==> config.mk <==
export PLATFORM = sky130hd
export DESIGN_NAME = gbc_front
export DESIGN_NICKNAME = d
export VERILOG_FILES = /design/src/sv/gbc_pkg.sv /design/src/sv/gbc_front.sv
export SDC_FILE = /design/constraint.sdc
export NUM_CORES = 1
export LEC_CHECK = 0
export ABC_AREA = 1
export ABC_CLOCK_PERIOD_IN_PS = 2100
export BUFFER_PORTS_ARGS = -buffer_cell sky130_fd_sc_hd__buf_2
export CAP_MARGIN = 15
export CELL_PAD_IN_SITES_DETAIL_PLACEMENT = 1
export CELL_PAD_IN_SITES_GLOBAL_PLACEMENT = 2
export CORE_MARGIN = 4
export CORE_UTILIZATION = 36
export CTS_CLUSTER_SIZE = 14
export DETAILED_ROUTE_END_ITERATION = 6
export GPL_TIMING_DRIVEN = 1
export HOLD_SLACK_MARGIN = 0.06
export PLACE_DENSITY = 0.89
export SLEW_MARGIN = 40
export SYNTH_ARGS = -nofsm -noshare
export SYNTH_HDL_FRONTEND = slang
export SYNTH_SLANG_ARGS = --single-unit
==> constraint.sdc <==
create_clock -name i_clk -period 2.1 [get_ports i_clk]
set_clock_uncertainty 0.2 [all_clocks]
set_input_delay 0.21 -clock i_clk [delete_from_list [all_inputs] [get_ports i_clk]]
set_output_delay 0.21 -clock i_clk [all_outputs]
set_load 0.02 [all_outputs]
==> src/sv/gbc_pkg.sv <==
package gbc_pkg;

    localparam int TAPS_DEF     = 220;
    localparam int MAX_FRAME_DEF = 16384;
    localparam int DEPTH_DEF    = 256;

    localparam int SIGMA        = 22;
    localparam int ROM_SIZE     = 256;
    localparam int ROM_W        = 19;
    localparam int SAMPLE_W     = 16;
    localparam int SIG_W        = 28;
    localparam int COUNT_W      = 14;
    localparam int ALPHA_W      = 16;
    localparam int AMP_W        = 24;
    localparam int DUR_W        = 14;
    localparam logic [COUNT_W-1:0] COUNT_MAX = {COUNT_W{1'b1}};
    localparam logic [ALPHA_W-1:0] ALPHA_RST = 16'd1548;
    localparam longint unsigned SPREAD = 64'(2 * SIGMA * SIGMA);

    localparam logic [1:0] REG_ALPHA = 2'd0;
    localparam logic [1:0] REG_AMP   = 2'd1;
    localparam logic [1:0] REG_DUR   = 2'd2;

    typedef logic [ROM_W-1:0] t_rom [0:ROM_SIZE-1];

    typedef struct packed {
        logic signed [SAMPLE_W-1:0] sample;
        logic                       last;
    } t_item;

    // Unsigned quotient by shift and subtract; only used while building the table.
    function automatic longint unsigned udiv(longint unsigned n, longint unsigned d);
        longint unsigned q;
        longint unsigned r;
        q = 0;
        r = 0;
        for (int i = 63; i >= 0; i--) begin
            r = {r[62:0], n[i]};
            if (r >= d) begin
                r    = r - d;
                q[i] = 1'b1;
            end
        end
        return q;
    endfunction

    // Gaussian point in Q0.31: series at 1/32 of the argument, squared five times.
    function automatic longint unsigned gauss_point(int off);
        longint unsigned sq;
        longint unsigned arg;
        longint unsigned y;
        longint unsigned term;
        longint          acc;
        longint unsigned v;
        sq   = longint'(off * off);
        arg  = udiv(sq << 31, SPREAD);
        y    = arg >> 5;
        term = 64'd1 << 31;
        acc  = 64'sd1 << 31;
        for (int t = 1; t <= 14; t++) begin
            term = udiv((term * y) >> 31, 64'(t));
            if (t % 2 == 1) acc = acc - longint'(term);
            else            acc = acc + longint'(term);
        end
        if (acc < 0) acc = 0;
        v = longint'(acc);
        for (int t = 0; t < 5; t++) begin
            v = (v * v + (64'd1 << 30)) >> 31;
        end
        return v;
    endfunction

    function automatic t_rom gauss_rom(int half);
        longint unsigned g [0:ROM_SIZE-1];
        longint unsigned total;
        t_rom            r;
        total = 0;
        for (int t = 0; t < ROM_SIZE; t++) begin
            g[t] = 0;
            if (t < 2 * half) g[t] = gauss_point(t - half);
            total = total + g[t];
        end
        for (int t = 0; t < ROM_SIZE; t++) begin
            if (total != 0) r[t] = ROM_W'(udiv((g[t] << 18) + (total >> 1), total));
            else            r[t] = '0;
        end
        return r;
    endfunction

endpackage

==> src/sv/gbc_front.sv <==
module gbc_front (
    input  logic                            i_clk,
    input  logic                            i_rst_n,
    input  logic                            i_valid,
    output logic                            o_ready,
    input  logic [gbc_pkg::SAMPLE_W-1:0]    i_sample,
    input  logic                            i_last,
    output logic                            o_item_valid,
    output gbc_pkg::t_item                  o_item,
    input  logic                            i_pop
);

    // Two-entry queue so the input side keeps moving while the engine works.
    gbc_pkg::t_item r_mem [0:1];
    logic           r_wp;
    logic           r_rp;
    logic [1:0]     r_cnt;
    logic           push;

    assign o_ready      = (r_cnt != 2'd2);
    assign push         = i_valid && o_ready;
    assign o_item_valid = (r_cnt != 2'd0);
    assign o_item       = r_mem[r_rp];

    always_ff @(posedge i_clk) begin
        if (push) begin
            r_mem[r_wp] <= '{sample: i_sample, last: i_last};
        end
        if (!i_rst_n) begin
            r_wp  <= 1'b0;
            r_rp  <= 1'b0;
            r_cnt <= 2'd0;
        end else begin
            if (push) r_wp <= ~r_wp;
            if (i_pop) r_rp <= ~r_rp;
            r_cnt <= r_cnt + 2'(push) - 2'(i_pop);
        end
    end

endmodule

Yosys cells after proc, flatten, opt, wreduce, memory -nomap -nowiden
Memories as Yosys holds them, arrays and structs flattened. A register that Yosys moved wholly into a read port is not among the register bits.
Cells that the tools add are included.
Widths: inputs -> output; s select.
{ "word_totals": {"n_memories": 1, "reg_bits": 4, "ram_bits": 34, "out_inout_bits": 19} }
{ "op_classes": {"addsub": 2, "muxes": 4, "n_eq_ne": 1, "bitwise": 2, "n_reduce_logical": 2} }
{ "memory_table": {"columns": ["name", "words", "word_bits", "read_ports", "rd_clocked_by_memory_dff", "wr", "line", "source"], "rows": [
  ["r_mem", 2, 17, 1, 1, 1, "gbc_front.sv:14", "gbc_pkg::t_item r_mem [0:1];"]
]} }
{ "op_table": {"columns": ["op", "count"], "rows": [
  ["$mux 1", 4],
  ["$add 2x1->2", 1],
  ["$ne 2x2->1 const B", 1],
  ["$not 1->1", 2],
  ["$reduce_bool 2->1", 1],
  ["$sub 2x1->2", 1],
  ["$logic_and 1x1->1", 1]
]} }

Longest topological paths before layout
Gate-level depths: netlist (run 1).
{ "depth": {"depth_word": 4, "mapped_depth": 11, "depth_no_buf": 11} }

Worst setup path before layout (run 1)
OpenSTA, ideal clock, no wires.
{ "synth_timing": {"kind": "register to register", "startpoint": "reg r_cnt[0]", "endpoint": "mem r_mem[1][0] in the netlist's numbering, enable pin", "period_less_slack_ps": 2065, "n_path_buf": 0, "required_time_ps": 1508, "setup_time_ps": 392, "path_slack_ps": 35, "arrival_ps": 1473, "stages_incl_launch_ff": 5, "cell_sequence": "dfxtp_1 -> inv_1 -> nand2_1 -> nand2_2 -> nor2_1"} }
{ "synth_between": {"elab_chain_cells": 4} }
{ "synth_lines": {"columns": ["element", "line", "source"], "rows": [
  ["start, declared", "gbc_front.sv:17", "logic [1:0] r_cnt;"],
  ["start signal, assigned", "gbc_front.sv:36", "r_cnt <= r_cnt + 2'(push) - 2'(i_pop);"],
  ["$ne 2x2->1", "gbc_front.sv:20", "assign o_ready = (r_cnt != 2'd2);"],
  ["named net o_ready", "gbc_front.sv:5", "output logic o_ready,"],
  ["$logic_and 1x1->1", "gbc_front.sv:21", "assign push = i_valid && o_ready;"],
  ["$mux 1", "gbc_front.sv:26", "if (push) begin"],
  ["$mux 1 (not written as such)", "gbc_front.sv:27", "r_mem[r_wp] <= '{sample: i_sample, last: i_last};"],
  ["end, declared", "gbc_front.sv:14", null]
]} }
The timed path passes the listed nets, and every way through them passes these cells.

==> results of run 1 <==
-- cell families after synthesis --
kind of cell    count (synthesis)  synth area share (%)
buf+inv                         9                  3.81
simple gates                   15                  4.06
compound gates                  2                 0.663
xor+xnor                        2                  1.16
flops                          39                  74.3
fa+ha+maj                       1                 0.829
mux                            17                  15.2
-- worst max path at each step --
stage                     slack (ps)                    end           startpoint
after floorplan                   40  r_mem[1][0]$_DFFE_PP_  r_cnt[0]$_SDFF_PN0_
after global placement           500             o_item[16]            flip-flop
after detailed placement         440    r_cnt[1]$_SDFF_PN0_  r_cnt[0]$_SDFF_PN0_
after CTS                        150             o_item[16]            flip-flop
after global routing              80             o_item[16]            flip-flop
final                            180             o_item[16]            flip-flop
-- per-layer routing --
layer  vias up  GRT usage (%)
met5         -              0
met4         0           4.30
met3         5           4.41
met2        33           20.4
met1       419           13.3
li1        443              -
-- through the flow --
stage                     hold slack, ps  instance area (sq um)
after CTS                            343                   2110
after global routing                 379                   2110
after floorplan                      103                   1510
final                                339                   2110
after global placement               200                   1790
after detailed placement             203                   1790
-- repair_timing --
| item | CTS | global route |
|---|---|---|
| hold buffers | 20 | 0 |
| hold endpoints to repair | 39 | 0 |
| resized for setup | 0 | 0 |
-- layout make-up --
cell class / instances / area [sq um] / area share [%]
clock buffers: 6 / 82.6 / 3.92
clock inverters: 2 / 35.0 / 1.66
inverters: 7 / 26.3 / 1.25
multi-input cells: 37 / 333 / 15.8
flip-flops and latches: 39 / 1120 / 53.2
well taps: 50 / 62.6 / 2.97
repair buffers: 64 / 445 / 21.2
-- report_power, final --
group          switching, mW  leakage (nW)  internal (mW)  total (mW)
sequential            0.0257         0.359          0.921       0.946
combinational          0.189         0.447          0.168       0.357
clock                  0.241        0.0612          0.384       0.625
total                  0.455         0.867           1.47        1.93
-- registers in the layout, indices dropped and copies added, names as in the netlist, named ones only --
name	cells
r_mem	34
r_rp	1
r_cnt	2
r_wp	1
-- worst max-delay path: cells and delay by family, from the launching register on --
family	cells	cell delay (ps)
buffers and inverters	2	360
DFF	1	540
muxes	1	330
-- cell usage after synthesis (all sizes together) --
cell	instances	area [sq um]
nor2	4	15.0
nor3	1	5.00
a21oi	2	10.0
nand2	9	36.3
buf	2	31.3
edfxtp	34	1020
inv	7	26.3
nand3	1	5.00
xnor2	2	17.5
ha	1	12.5
dfxtp	5	100
mux2	17	229
==> results.cfg, run 1 <==
[run_status]
status = completed

[clocking]
postCtsSetupBuffers = 0
cts_max_level = 2
cts_tree = yes
clk_pin_slew_ps = 70
cts_root_buffer = clkbuf_8
numCtsBuffers = 5
cts_sinks = 39
clk_latency_ps = 280
clk_path_buf_depth = 2

[die]
fp.coreArea_sq_um = 4030
die-area_sq_um = 5290
rows = 23
dieHeight_microns = 72.7
ios = 40
initial_core_util_pct = 37.5
die_x_microns = 72.7

[grt]
antenna_found_initial = 0
grt_max_degree = 13
grt_pass1_wl_microns = 4550
first_global_vias = 985
grt-ovfl-total = 0
grt.total_usage_pct = 11.8

[setup_path]
slowest_delay_ps = 540
crit_required_ps = 1690
critPathKind = flip-flop to primary output
crit_fanout = 11
r2r_start = r_cnt[0]$_SDFF_PN0_
slowest_stage = dfxtp_1
rr_endpoint = r_cnt[1]$_SDFF_PN0_
end_kind = primary output
start_kind = flip-flop
path_cells = buf_12, mux2_2, buf_2
r2r_cells = 11
r2r_setup_slack_ps = 450
critPathArrivalTime_ps = 1510

[placed_design]
gp_congestion = 0.706
portBuffers = 39
pre_cts_ws_ps = 439
place_inst = 177
dp_hpwl_microns = 2020

[drt]
remaining_drc_errors = 0
met2WireLength_microns = 1410
highest_layer = met4
m1WireLength_microns = 1110
ant_nets = 0
drt_pass1_iterations = 4
wl_per_cell_microns = 13.4
via_per_inst = 4.39
dr.first_iter.drc_count = 45
met3WireLength_microns = 197
finalWirelength_microns = 2750
vias = 900

[yosys]
ys_ff_latch = 39
synthesis.nets = 107
synthesis.area_sq_um = 1510
yosys_warnings = 0
ys_seq_area_share_pct = 74.3
avgSynthCellArea_sq_um = 17.8
ys_types = 15
syn_inst = 85

[timing]
slew_violations = 0
relSlewSlack_pct = 75.9
setup_viol = 0
tightest_slew_ps = 361
finalCritPeriodShare_pct = 91.6
hold_violations = 0
rsz0062_at_grt = false
fmax_mhz = 520
fin_ws_ps = 176
period_needed_ps = 1920
finalSetupTns_ps = 0

[min_path]
hold_class = flip-flop to flip-flop
min_to = r_wp$_SDFFE_PN0P_
min_from = r_wp$_SDFFE_PN0P_
hold_depth = 2

[flow_run]
drv_cap = 0

[layout]
layout_commonest_cell = buf_2
fin_util_pct = 52.3
fillers = 417
layout-drive-gt1-share_pct = 45.8
most-common-layout-cells = buf_2, edfxtp_1, dlygate4sd3_1
nets = 176
antenna_cells = 0
area_delta_synth_final_pct = 39.6
finalNonFillerCells = 205

[pwr]
leakagePower_nw = 0.867
peakVddDrop_mv = 0.433
fin_total_pwr_mw = 1.93
power_density_nw_per_um2 = 916
(Power assumes the default switching activity.)
==> inputs of run 2 (changes only) <==
--- a/config.mk
+++ b/config.mk
@@ -6,7 +6,7 @@
 export NUM_CORES = 1
 export LEC_CHECK = 0
 export ABC_AREA = 1
-export ABC_CLOCK_PERIOD_IN_PS = 2100
+export ABC_CLOCK_PERIOD_IN_PS = 2050
 export BUFFER_PORTS_ARGS = -buffer_cell sky130_fd_sc_hd__buf_2
 export CAP_MARGIN = 15
 export CELL_PAD_IN_SITES_DETAIL_PLACEMENT = 1
==> constraint.sdc (replaced) <==
create_clock -name i_clk -period 2.05 [get_ports i_clk]
set_clock_uncertainty 0.2 [all_clocks]
set_input_delay 0.205 -clock i_clk [delete_from_list [all_inputs] [get_ports i_clk]]
set_output_delay 0.205 -clock i_clk [all_outputs]
set_load 0.02 [all_outputs]
==> results.cfg, run 2 (same netlist as run 1, synthesis figures left out) <==
[clocking]
cts_sinks = 39
clk_path_buf_depth = 2
cts_root_buffer = clkbuf_8
cts_max_level = 2
ctsResizeCount = 0
hold_buffers = 20
numCtsBuffers = 5
postCtsSetupBuffers = 0
cts_tree = yes
clk_pin_slew_ps = 60
clk_latency_ps = 270

[pwr]
p_int_mw = 1.34
clockPowerShare_pct = 25.4
seq_power_share_pct = 54.3
fin_total_pwr_mw = 1.79
power.share.switching_pct = 25.0
p_comb_share_pct = 20.4
power_density_nw_per_um2 = 866
power_switching_mw = 0.447
peakVddDrop_mv = 0.465
leakagePower_nw = 0.848

[setup_path]
critPathKind = flip-flop to primary output
start_kind = flip-flop
path_cells = buf_12, mux2_2, buf_2
crit_required_ps = 1640
end_kind = primary output
slowest_delay_ps = 540
crit_fanout = 11
r2r_setup_slack_ps = 450
r2r_cells = 11
critPathArrivalTime_ps = 1520
slowest_stage = dfxtp_1
r2r_start = r_cnt[0]$_SDFF_PN0_
rr_endpoint = r_cnt[1]$_SDFF_PN0_

[die]
die-area_sq_um = 5290
initial_core_util_pct = 37.5
ios = 40
fp.coreArea_sq_um = 4030
rows = 23
die_x_microns = 72.7
dieHeight_microns = 72.7

[timing]
tightest_slew_ps = 366
fin_ws_ps = 121
setup_viol = 0
finalSetupTns_ps = 0
slew_violations = 0
hold_violations = 0
rsz0062_at_grt = false
finalCritPeriodShare_pct = 94.1
fmax_mhz = 518
period_needed_ps = 1930
relSlewSlack_pct = 75.6

[drt]
remaining_drc_errors = 0
dr.first_iter.drc_count = 29
finalWirelength_microns = 2820
drt_pass1_iterations = 4
via_per_inst = 4.40
vias = 898
wl_per_cell_microns = 13.8
ant_nets = 0

[placed_design]
pre_cts_ws_ps = 410
gp_congestion = 0.676
place_inst = 177
portBuffers = 39
dp_hpwl_microns = 2110

[grt]
grt_max_degree = 12
grt_pass1_wl_microns = 4510
use_met1_pct = 13.3
grt_util_met3_pct = 4.41
use_met2_pct = 20.0
grt-ovfl-total = 0
first_global_vias = 955
grt_busiest_layer = met2
grt.total_usage_pct = 11.9
antenna_found_initial = 0

[layout]
layout_commonest_cell = buf_2
finalNonFillerCells = 204
nets = 176
antenna_cells = 0
most-common-layout-cells = buf_2, edfxtp_1, dlygate4sd3_1
largest_reg_flops = 34
top_regs = r_mem: 34 flops, r_cnt: 2 flops
largest-register = r_mem
area_delta_synth_final_pct = 36.9
layout-drive-gt1-share_pct = 44.8

[flow_run]
drv_cap = 0

[run_status]
status = completed

[min_path]
min_to = r_wp$_SDFFE_PN0P_
hold_depth = 2
hold_class = flip-flop to flip-flop
min_from = r_wp$_SDFFE_PN0P_
run 2: power groups by stage:
stage | combinational (mW) | clock, mW | sequential, mW
detailed placement | 0.341 | 0 | 0.989
CTS | 0.372 | 0.478 | 0.972
finish | 0.364 | 0.453 | 0.970
global route | 0.398 | 0.516 | 0.979
global placement | 0.330 | 0 | 0.984
floorplan | 0.235 | 0 | 0.976
run 2: worst max-delay path by stage:
stage / from / endpoint / slack [ps] / depth (start not counted)
finish: flip-flop / o_item[3] / 120 / 3
global route: flip-flop / o_item[3] / 50 / 3
CTS: flip-flop / o_item[3] / 100 / 3
detailed placement: flip-flop / o_item[3] / 410 / 3
global placement: flip-flop / o_item[3] / 450 / 3
floorplan: r_cnt[0]$_SDFF_PN0_ / r_mem[0][0]$_DFFE_PP_ / 8 / 4
run 2: critical path, delay by kind of cell (launching register included):
family | cells | cell delay [ps]
flops | 1 | 540
buf+inv | 2 | 360
mux | 1 | 350
run 2: metal layers:
layer	vias up	wire length (microns)
met3	2	214
met5	-	0
li1	441	-
met4	0	29
met2	34	1480
met1	421	1100
run 2: area by class of cell:
class,count,area (sq um)
clock buffers,5,68.8
clock inverters,2,8.76
fillers,422,1960
inverters,7,26.3
multi-input cells,37,333
flip-flops and latches,39,1120
well taps,50,62.6
repair buffers,64,445
run 2: per-stage QoR:
| step | area [sq um] | utilization, % | hold slack [ps] |
|---|---|---|---|
| 2_1_floorplan | 1510 | - | 98.5 |
| 3_5_place_dp | 1790 | 44.4 | 197 |
| 6_report | 2070 | 51.3 | 337 |
| 4_1_cts | 2070 | 51.3 | 352 |
| 3_3_place_gp | 1790 | 44.4 | 195 |
| 5_1_grt | 2070 | 51.3 | 411 |
